[src/rtl/dtwfb_pkg.sv]
// Shared types and constants for the tuning-word frame builder.
package dtwfb_pkg;

    localparam int FREQ_W = 32;
    localparam int AMP_W  = 12;
    localparam int STEP_W = 24;
    localparam int TW_W   = 48;
    localparam int PROD_W = FREQ_W + STEP_W;
    localparam int IDX_W  = 4;

    localparam logic [STEP_W-1:0] STEP_RESET = 24'd938250;

    // Serial-port instruction bytes
    localparam logic [7:0] INSTR_FREQ    = 8'h02;
    localparam logic [7:0] INSTR_SHAPE_I = 8'h08;
    localparam logic [7:0] INSTR_SHAPE_Q = 8'h09;

    // Byte positions within a frame
    localparam logic [IDX_W-1:0] POS_FREQ_INSTR = 4'd0;
    localparam logic [IDX_W-1:0] POS_TW_FIRST   = 4'd1;
    localparam logic [IDX_W-1:0] POS_TW_LAST    = 4'd6;
    localparam logic [IDX_W-1:0] POS_SHAPE_I    = 4'd7;
    localparam logic [IDX_W-1:0] POS_AMP_HI_I   = 4'd8;
    localparam logic [IDX_W-1:0] POS_AMP_LO_I   = 4'd9;
    localparam logic [IDX_W-1:0] POS_SHAPE_Q    = 4'd10;
    localparam logic [IDX_W-1:0] POS_AMP_HI_Q   = 4'd11;
    localparam logic [IDX_W-1:0] POS_AMP_LO_Q   = 4'd12;
    localparam logic [IDX_W-1:0] POS_LAST       = POS_AMP_LO_Q;

    typedef struct packed {
        logic [FREQ_W-1:0] frequency;
        logic [AMP_W-1:0]  amplitude;
    } req_t;

    typedef struct packed {
        logic [7:0] out_byte;
        logic       frame_end;
    } rsp_t;

    // One queued frame: computed tuning word plus amplitude
    typedef struct packed {
        logic [TW_W-1:0]  tuning_word;
        logic [AMP_W-1:0] amplitude;
    } frame_t;

endpackage

[src/rtl/dtwfb_front.sv]
// Front end: request register, step-factor register and tuning-word multiply.
module dtwfb_front (
    input  logic                           clk,
    input  logic                           rst_n,
    input  logic                           req_valid,
    output logic                           req_ready,
    input  dtwfb_pkg::req_t                req,
    input  logic                           cfg_valid,
    output logic                           cfg_ready,
    input  logic [dtwfb_pkg::STEP_W-1:0]   cfg_data,
    output logic                           push_valid,
    input  logic                           push_ready,
    output dtwfb_pkg::frame_t              push_data
);
    import dtwfb_pkg::*;

    logic [STEP_W-1:0] step_reg;
    logic              s1_valid_reg;
    logic              s1_valid_next;
    req_t              s1_reg;
    logic [PROD_W-1:0] product;

    assign cfg_ready = 1'b1;
    assign req_ready = !s1_valid_reg || push_ready;

    always_comb
    begin
        s1_valid_next = s1_valid_reg;
        if (req_ready)
        begin
            s1_valid_next = req_valid;
        end
        else if (push_ready)
        begin
            s1_valid_next = 1'b0;
        end
    end

    always_ff @(posedge clk or negedge rst_n)
    begin
        if (!rst_n)
        begin
            step_reg     <= STEP_RESET;
            s1_valid_reg <= 1'b0;
        end
        else
        begin
            s1_valid_reg <= s1_valid_next;
            if (cfg_valid && cfg_ready)
            begin
                step_reg <= cfg_data;
            end
        end
    end

    always_ff @(posedge clk)
    begin
        if (req_valid && req_ready)
        begin
            s1_reg <= req;
        end
    end

    // Full 56-bit product, low 48 bits kept (wraps on overflow)
    assign product = PROD_W'(s1_reg.frequency) * PROD_W'(step_reg);

    assign push_valid            = s1_valid_reg;
    assign push_data.tuning_word = product[TW_W-1:0];
    assign push_data.amplitude   = s1_reg.amplitude;

endmodule

[src/rtl/dtwfb_queue.sv]
// Small register FIFO that decouples the front end from the byte sequencer.
module dtwfb_queue #(
    parameter int DEPTH = 2
) (
    input  logic              clk,
    input  logic              rst_n,
    input  logic              push_valid,
    output logic              push_ready,
    input  dtwfb_pkg::frame_t push_data,
    output logic              pop_valid,
    input  logic              pop_ready,
    output dtwfb_pkg::frame_t pop_data
);
    import dtwfb_pkg::*;

    localparam int PTR_W = (DEPTH > 1) ? $clog2(DEPTH) : 1;
    localparam int CNT_W = $clog2(DEPTH + 1);
    localparam logic [PTR_W-1:0] PTR_LAST = PTR_W'(DEPTH - 1);
    localparam logic [CNT_W-1:0] CNT_FULL = CNT_W'(DEPTH);

    frame_t            store_reg [DEPTH];
    logic [PTR_W-1:0]  wr_ptr_reg;
    logic [PTR_W-1:0]  wr_ptr_next;
    logic [PTR_W-1:0]  rd_ptr_reg;
    logic [PTR_W-1:0]  rd_ptr_next;
    logic [CNT_W-1:0]  count_reg;
    logic [CNT_W-1:0]  count_next;
    logic              do_push;
    logic              do_pop;

    assign push_ready = (count_reg != CNT_FULL);
    assign pop_valid  = (count_reg != '0);
    assign pop_data   = store_reg[rd_ptr_reg];
    assign do_push    = push_valid && push_ready;
    assign do_pop     = pop_valid && pop_ready;

    always_comb
    begin
        wr_ptr_next = wr_ptr_reg;
        rd_ptr_next = rd_ptr_reg;
        count_next  = count_reg;
        if (do_push)
        begin
            wr_ptr_next = (wr_ptr_reg == PTR_LAST) ? '0 : wr_ptr_reg + 1'b1;
        end
        if (do_pop)
        begin
            rd_ptr_next = (rd_ptr_reg == PTR_LAST) ? '0 : rd_ptr_reg + 1'b1;
        end
        if (do_push && !do_pop)
        begin
            count_next = count_reg + 1'b1;
        end
        else if (do_pop && !do_push)
        begin
            count_next = count_reg - 1'b1;
        end
    end

    always_ff @(posedge clk or negedge rst_n)
    begin
        if (!rst_n)
        begin
            wr_ptr_reg <= '0;
            rd_ptr_reg <= '0;
            count_reg  <= '0;
        end
        else
        begin
            wr_ptr_reg <= wr_ptr_next;
            rd_ptr_reg <= rd_ptr_next;
            count_reg  <= count_next;
        end
    end

    always_ff @(posedge clk)
    begin
        if (do_push)
        begin
            store_reg[wr_ptr_reg] <= push_data;
        end
    end

`ifndef SYNTHESIS
    // Occupancy never exceeds the depth
    a_count_bound: assert property (@(posedge clk) disable iff (!rst_n)
        count_reg <= CNT_FULL)
        else $error("queue count above depth");

    // Pointers coincide whenever the queue is empty or full
    a_ptr_match: assert property (@(posedge clk) disable iff (!rst_n)
        (count_reg == '0 || count_reg == CNT_FULL) |-> wr_ptr_reg == rd_ptr_reg)
        else $error("queue pointers disagree with count");
`endif

endmodule

[src/rtl/dtwfb_back.sv]
// Back end: walks the head frame byte by byte into the response register.
module dtwfb_back (
    input  logic              clk,
    input  logic              rst_n,
    input  logic              head_valid,
    output logic              head_pop,
    input  dtwfb_pkg::frame_t head,
    output logic              rsp_valid,
    input  logic              rsp_ready,
    output dtwfb_pkg::rsp_t   rsp
);
    import dtwfb_pkg::*;

    logic [IDX_W-1:0] idx_reg;
    logic [IDX_W-1:0] idx_next;
    logic             rsp_valid_reg;
    logic             rsp_valid_next;
    rsp_t             rsp_reg;
    rsp_t             rsp_next;
    logic             load;
    logic             emit;
    logic [5:0]       tw_shift;
    logic [7:0]       amp_hi;
    logic [7:0]       amp_lo;

    assign load     = !rsp_valid_reg || rsp_ready;
    assign emit     = head_valid && load;
    assign head_pop = emit && (idx_reg == POS_LAST);

    assign amp_hi   = 8'(head.amplitude[AMP_W-1:8]);
    assign amp_lo   = head.amplitude[7:0];
    // Tuning-word bytes go out most significant first; byte distance times 8
    assign tw_shift = {3'(POS_TW_LAST - idx_reg), 3'b000};

    always_comb
    begin
        rsp_next.frame_end = (idx_reg == POS_LAST);
        case (idx_reg) inside
            POS_FREQ_INSTR:              rsp_next.out_byte = INSTR_FREQ;
            [POS_TW_FIRST:POS_TW_LAST]:  rsp_next.out_byte = 8'(head.tuning_word >> tw_shift);
            POS_SHAPE_I:                 rsp_next.out_byte = INSTR_SHAPE_I;
            POS_SHAPE_Q:                 rsp_next.out_byte = INSTR_SHAPE_Q;
            POS_AMP_HI_I, POS_AMP_HI_Q:  rsp_next.out_byte = amp_hi;
            POS_AMP_LO_I, POS_AMP_LO_Q:  rsp_next.out_byte = amp_lo;
            default:                     rsp_next.out_byte = 8'h00;
        endcase
    end

    always_comb
    begin
        idx_next       = idx_reg;
        rsp_valid_next = rsp_valid_reg;
        if (load)
        begin
            rsp_valid_next = head_valid;
        end
        if (emit)
        begin
            idx_next = (idx_reg == POS_LAST) ? '0 : idx_reg + 1'b1;
        end
    end

    always_ff @(posedge clk or negedge rst_n)
    begin
        if (!rst_n)
        begin
            idx_reg       <= '0;
            rsp_valid_reg <= 1'b0;
        end
        else
        begin
            idx_reg       <= idx_next;
            rsp_valid_reg <= rsp_valid_next;
        end
    end

    always_ff @(posedge clk)
    begin
        if (emit)
        begin
            rsp_reg <= rsp_next;
        end
    end

    assign rsp_valid = rsp_valid_reg;
    assign rsp       = rsp_reg;

`ifndef SYNTHESIS
    // A pending last byte means the index has already wrapped
    a_end_wraps: assert property (@(posedge clk) disable iff (!rst_n)
        (rsp_valid_reg && rsp_reg.frame_end) |-> idx_reg == '0)
        else $error("frame_end shown but index not wrapped");

    // The first byte of every frame is the frequency instruction
    a_first_instr: assert property (@(posedge clk) disable iff (!rst_n)
        (emit && idx_reg == POS_FREQ_INSTR) |=> rsp_reg.out_byte == INSTR_FREQ)
        else $error("frame does not open with frequency instruction");
`endif

endmodule

[src/rtl/dds_tuning_word_frame_builder.sv]
// A request beat is registered in the front end, written into the frame queue, then
//   loaded byte by byte into the response register: 13 response beats per request,
//   one per cycle while rsp_ready holds; the one-byte-wide output sets the pace.
// The 2-entry frame queue lets the front end take the next request mid-frame.
// Reset (rst_n, async, active low) empties the queue, clears all valids and the
//   byte index, and loads the step-factor register with 938250.
module dds_tuning_word_frame_builder #(
    parameter int QUEUE_DEPTH = 2
) (
    input  logic                           clk,
    input  logic                           rst_n,
    input  logic                           req_valid,
    output logic                           req_ready,
    input  dtwfb_pkg::req_t                req,
    output logic                           rsp_valid,
    input  logic                           rsp_ready,
    output dtwfb_pkg::rsp_t                rsp,
    input  logic                           cfg_valid,
    output logic                           cfg_ready,
    input  logic [dtwfb_pkg::STEP_W-1:0]   cfg_data
);
    import dtwfb_pkg::*;

    // Front -> queue
    logic   push_valid;
    logic   push_ready;
    frame_t push_data;

    // Queue -> back
    logic   head_valid;
    logic   head_pop;
    frame_t head;

    // Front: registers the request beat, multiplies by the step factor
    // (32 x 24, low 48 bits kept) on the way into the queue.
    dtwfb_front u_front (
        .clk        (clk),
        .rst_n      (rst_n),
        .req_valid  (req_valid),
        .req_ready  (req_ready),
        .req        (req),
        .cfg_valid  (cfg_valid),
        .cfg_ready  (cfg_ready),
        .cfg_data   (cfg_data),
        .push_valid (push_valid),
        .push_ready (push_ready),
        .push_data  (push_data)
    );

    // Frames waiting for the serializer side
    dtwfb_queue #(
        .DEPTH (QUEUE_DEPTH)
    ) u_queue (
        .clk        (clk),
        .rst_n      (rst_n),
        .push_valid (push_valid),
        .push_ready (push_ready),
        .push_data  (push_data),
        .pop_valid  (head_valid),
        .pop_ready  (head_pop),
        .pop_data   (head)
    );

    // Back: 13-byte sequencer, head frame popped on its last byte so frames
    // run back to back with no gap.
    dtwfb_back u_back (
        .clk        (clk),
        .rst_n      (rst_n),
        .head_valid (head_valid),
        .head_pop   (head_pop),
        .head       (head),
        .rsp_valid  (rsp_valid),
        .rsp_ready  (rsp_ready),
        .rsp        (rsp)
    );

endmodule

[config.mk]
export PLATFORM = sky130hd
export DESIGN_NAME = dds_tuning_word_frame_builder
export DESIGN_NICKNAME = d
export VERILOG_FILES = /design/src/rtl/dtwfb_pkg.sv /design/src/rtl/dtwfb_front.sv /design/src/rtl/dtwfb_queue.sv /design/src/rtl/dtwfb_back.sv /design/src/rtl/dds_tuning_word_frame_builder.sv
export SDC_FILE = /design/constraint.sdc
export NUM_CORES = 2
export LEC_CHECK = 0
export BUFFER_PORTS_ARGS = -buffer_cell sky130_fd_sc_hd__buf_4
export CAP_MARGIN = 20
export CORE_UTILIZATION = 25
export DETAILED_ROUTE_END_ITERATION = 7
export PLACE_DENSITY = 0.46
export SYNTH_ARGS = -nofsm -noshare
export SYNTH_HDL_FRONTEND = slang
export SYNTH_HIERARCHICAL = 1
export SYNTH_SLANG_ARGS = --single-unit
export TNS_END_PERCENT = 50
[constraint.sdc]
create_clock -name clk -period 10.9 [get_ports clk]
set_input_delay 0.545 -clock clk [delete_from_list [all_inputs] [get_ports clk]]
set_output_delay 0.545 -clock clk [all_outputs]
set_load 0.01 [all_outputs]
# After elaboration in Yosys (flattened, before gate mapping)
# Memory sizes are Yosys's and may differ from the RTL's.
# Index checks and enable logic that the tools add are counted.
[word_totals]
ramBits = 120
reg_bits = 87
mem_count = 1
out_inout_bits = 12
elab_cells = 63
input_bits = 73
[mem_list]
columns = ["memory", "words", "width", "rd", "rd_ports_with_merged_regs", "wr", "line_no", "source"]
rows = [
  ["u_queue.store_reg", 2, 60, 1, 0, 1, "dtwfb_queue.sv:21", "frame_t store_reg [DEPTH];"],
]
[classes]
n_mul = 1
n_shift = 1
muxes = 14
n_eq_ne = 7
n_reduce_logical = 20
n_lt_le_gt_ge = 2
n_addsub = 6
[ops]
columns = ["cell", "n"]
rows = [
  ["multiplier 32 x 24 -> 48 bit", 1],
  [">> shifter 48 x 6 -> 8 bit", 1],
  ["2-to-1 mux 8 bit", 5],
  ["equality test 4 bit (second input constant)", 5],
  ["logical AND 1 bit", 8],
  ["2-to-1 mux 1 bit", 6],
  ["nonzero test 2 bit", 3],
  ["adder 4 x 1 -> 4 bit (second input constant)", 1],
  ["equality test 4 x 3 -> 1 bit (second input constant)", 1],
  [">= comparator 4 x 1 -> 1 bit (second input constant)", 1],
  ["<= comparator 4 x 3 -> 1 bit (second input constant)", 1],
  ["logical NOT 1 bit", 4],
  ["logical NOT 4 bit", 1],
  ["2-to-1 mux 2 bit", 2],
  ["2-to-1 mux 4 bit", 1],
  ["OR reduction 2 bit", 2],
  ["subtractor 3 bit (first input constant)", 1],
  ["adder 1 bit (second input constant)", 2],
  ["adder 2 x 1 -> 2 bit (second input constant)", 1],
  ["logical OR 1 bit", 2],
  ["inequality test 2 bit (second input constant)", 1],
  ["subtractor 2 x 1 -> 2 bit (second input constant)", 1],
]

# Logic depth before layout (Yosys ltp)
[logic_depth]
ltp_word = 8
ltp_mapped = 25
ltp_nobuf = 24

# Modules after synthesis
# The synthesis kept the hierarchy.
[by_module_without_submodules]
columns = ["mod", "area_per_inst_um2", "cells_each", "n_inst"]
rows = [
  ["dtwfb_front", 25326.8, 2713, 1],
  ["dtwfb_queue", 4825.9, 205, 1],
  ["dtwfb_back", 1223.7, 113, 1],
]

# Least setup slack after synthesis
# Ideal clock, no wire load.
[synth_timing]
path_kind = "register to register"
from = "register u_front.step_reg[3]"
to = "memory u_queue/store_reg[0][52] in the netlist's numbering, data pin"
arrival_time_ns = 6.782
path_slack_ns = 3.859
stages_incl_launch_ff = 25
t_required_ns = 10.642
period_less_slack_ns = 7.041
path_cell_list = "dfstp_2 clkbuf_1 nand2_1 fa_1 inv_1 fa_1 inv_1 fa_1 inv_1 fa_1 inv_1 fa_1 inv_1 fa_1 inv_1 fa_1 inv_1 ha_1 and4_2 a221o_1 o21ai_4 a2111oi_4 o2111a_2 or4b_1 and3_1"
[synth_lines]
columns = ["element", "line_no", "source"]
rows = [
  ["start: declaration", "dtwfb_front.sv:17", "logic [STEP_W-1:0] step_reg;"],
  ["start signal: assignment", "dtwfb_front.sv:51", "step_reg <= cfg_data;"],
  ["end: declaration", "dtwfb_queue.sv:21", ""],
]

==> results.ini <==
[run_status]
status=completed

[sta]
tns_ps=0
fin_crit_sh_pct=71.0
finalCriticalPeriod_ps=7740
finalSetupViolations=0
max_slew_margin_pct=28.9
max_freq_ghz=0.129
hold_viol_final=0
rsz0062_at_grt=false
fin_skew_ps=46.2
finalMaxSlewViolations=0
worst_pin_slew_ps=1070

[synth]
synth_edf_count=173
synth_fp_nets=3880
ys_ff_latch=207
ys_types=73
synth_area_leaders=fa_1 (40%), edfxtp_1 (17%), inv_1 (8.2%)
synth_top_area_share_pct=40.3
netlist_area_um2=31400
synth_top_area_cell=fa_1
postSynthCellCount=3031
yosysSeqAreaShare_pct=19.3
async_reset_ff_share_pct=16.4
syn_avg_cell_area_um2=10.4
synthFlopType=edfxtp_1
ys_warn_count=6

[route]
drtPass1Iterations=7
postRouteAntennaNets=0
drcViolationCount=0
vias_per_cell=4.26
vias=20000
wire_per_inst_um=18.4
wirelength_um=86300
drt_iter0_drc=986

[critical_path]
critPathMostFrequentCell=fa_1
critPathKind=reg -> reg
worst_setup_path_end_kind=flip-flop
cp_max_fo=33
start_kind=flip-flop
worstPathCellList=nand2_1 > fa_1 > inv_1 > fa_1 > inv_1 > fa_1 > fa_1 > inv_1 > fa_1 > fa_1 > inv_1 > fa_1 > inv_1 > ha_1 > a21oi_1 > nand2_1 > nor3_1 > a2111oi_4 > o2111a_2 > or4b_1 > and3_1
required_ps=11240
critPathMaxStageDelay_ps=1030
cp.arrival_ps=8080
slowest_stage=dfstp_2
crit_family=adder cells
cp_num_buf_inv=5

[placed_design]
gp_congestion=0.813
io_buffers=83
dp.cells=4636
dpl.hpwl_um=65300
dpl-instance-area_um2=33600

[clocking]
cts_buffers=29
worstSkewPairLatency_ps=630
cts_setup_buffers=0
cts_resized=0
cts_tree=built
cts_hold_buf=0
cts_sinks=207
cts.path.max_buffers=3
cts_root_buf=clkbuf_16
htreeDepth=1
clk_pin_slew_ps=60

[global_route]
track_usage_pct=14.0
overflow=0
grt_max_degree=61
antenna_found_initial=4
grt_pass1_wl_um=136000
grt_pass1_vias=21900

[die]
dieArea_um2=127000
die_h_um=356
initial_core_util_pct=25.3
die_x_um=356
core_area_um2=124000
io_pins=85
num_rows=129

[layout]
final_cell_mix=inv_1 (688), fa_1 (632), nand2_1 (424)
drive_gt1_share_pct=9.99
area_delta_synth_final_pct=10.4
largest_reg_flops=120
finalNonFillerCells=4691
design_area_um2=34700
mostFrequentLayoutCell=inv_1
num-nets-final=3879

[flow_run]
maxCapViolCount=0

[hold_path]
hp-class=in -> async

## area by class of cell
cell class	instances	area, µm²
Antenna cell	1	2.50
Clock buffer	39	815
Clock inverter	15	196
Fill cell	13000	89500
Inverter	688	2580
Multi-Input combinational cell	1974	22000
Sequential cell	207	6060
Tap cell	1637	2050
Timing Repair Buffer	130	976
## metrics by stage
step	setup slack (ps)	hold WS, ps	util [%]
finish	3160	3.27	27.9
floorplan	3860	249	-
detailed placement	3130	434	27.1
global route	2730	28.0	27.9
global placement	3170	432	27.1
CTS	3120	1.38	27.9
## worst paths after layout
| path | from | endpoint | slack [ps] | cells after the start |
|---|---|---|---|---|
| max | u_front/step_reg[3] | u_queue/store_reg[0][52] | 3160 | 21 |
| min | rst_n | u_front/step_reg[2] | 3 | 1 |
| min reg2reg | u_front/push_data[9] | u_queue/store_reg[0][9] | 440 | 0 |
| max in group asynchronous | rst_n | u_front/step_reg[13] | 10290 | 1 |
| max reg2reg | u_front/step_reg[3] | u_queue/store_reg[0][52] | 3160 | 21 |
| min in group clk | req[37] | u_front/s1_reg[37] | 80 | 1 |
## worst register-to-register path, delay by kind of cell (launching register included)
kind	cells	cell delay, ps
compound gates	3	800
fa+ha+maj	8	3910
buf+inv	5	280
flops	1	1030
simple gates	5	1470
## cell usage after synthesis (10+ instances only)
| master | n |
|---|---|
| nand2_1 | 424 |
| inv_1 | 688 |
| xor2_1 | 17 |
| edfxtp_1 | 173 |
| and3_1 | 10 |
| mux2_4 | 59 |
| and2_1 | 362 |
| mux2_2 | 25 |
| o21ai_0 | 23 |
| ha_1 | 144 |
| a21oi_1 | 46 |
| a21o_1 | 20 |
| nor3_1 | 11 |
| xnor2_1 | 43 |
| buf_4 | 14 |
| nor2_1 | 24 |
| dfrtp_1 | 26 |
| fa_1 | 632 |
| clkbuf_1 | 136 |
| mux2i_1 | 10 |
## per-layer routing
layer,up-vias,GRT usage (%),share of wire (%)
met4,0,2.18,1.6
met1,10500,20.4,49
met3,58,1.61,3.8
met5,-,0,0
li1,9026,-,-
met2,384,22.5,46
## cells by family after synthesis
logic type | count (synthesis) | synth area share [%]
multiplexers | 102 | 4.61
AO/OA/AOI/OAI | 160 | 3.71
other | 1 | 0.0120
buffers and inverters | 850 | 10.7
XOR/XNOR | 60 | 1.67
flip-flops | 207 | 19.3
adder cells (fa/ha/maj) | 776 | 46.1
AND/OR/NAND/NOR | 875 | 13.9
Power is not shown: default switching activity piles up to over one toggle a cycle in this logic, so the estimate is an artifact.
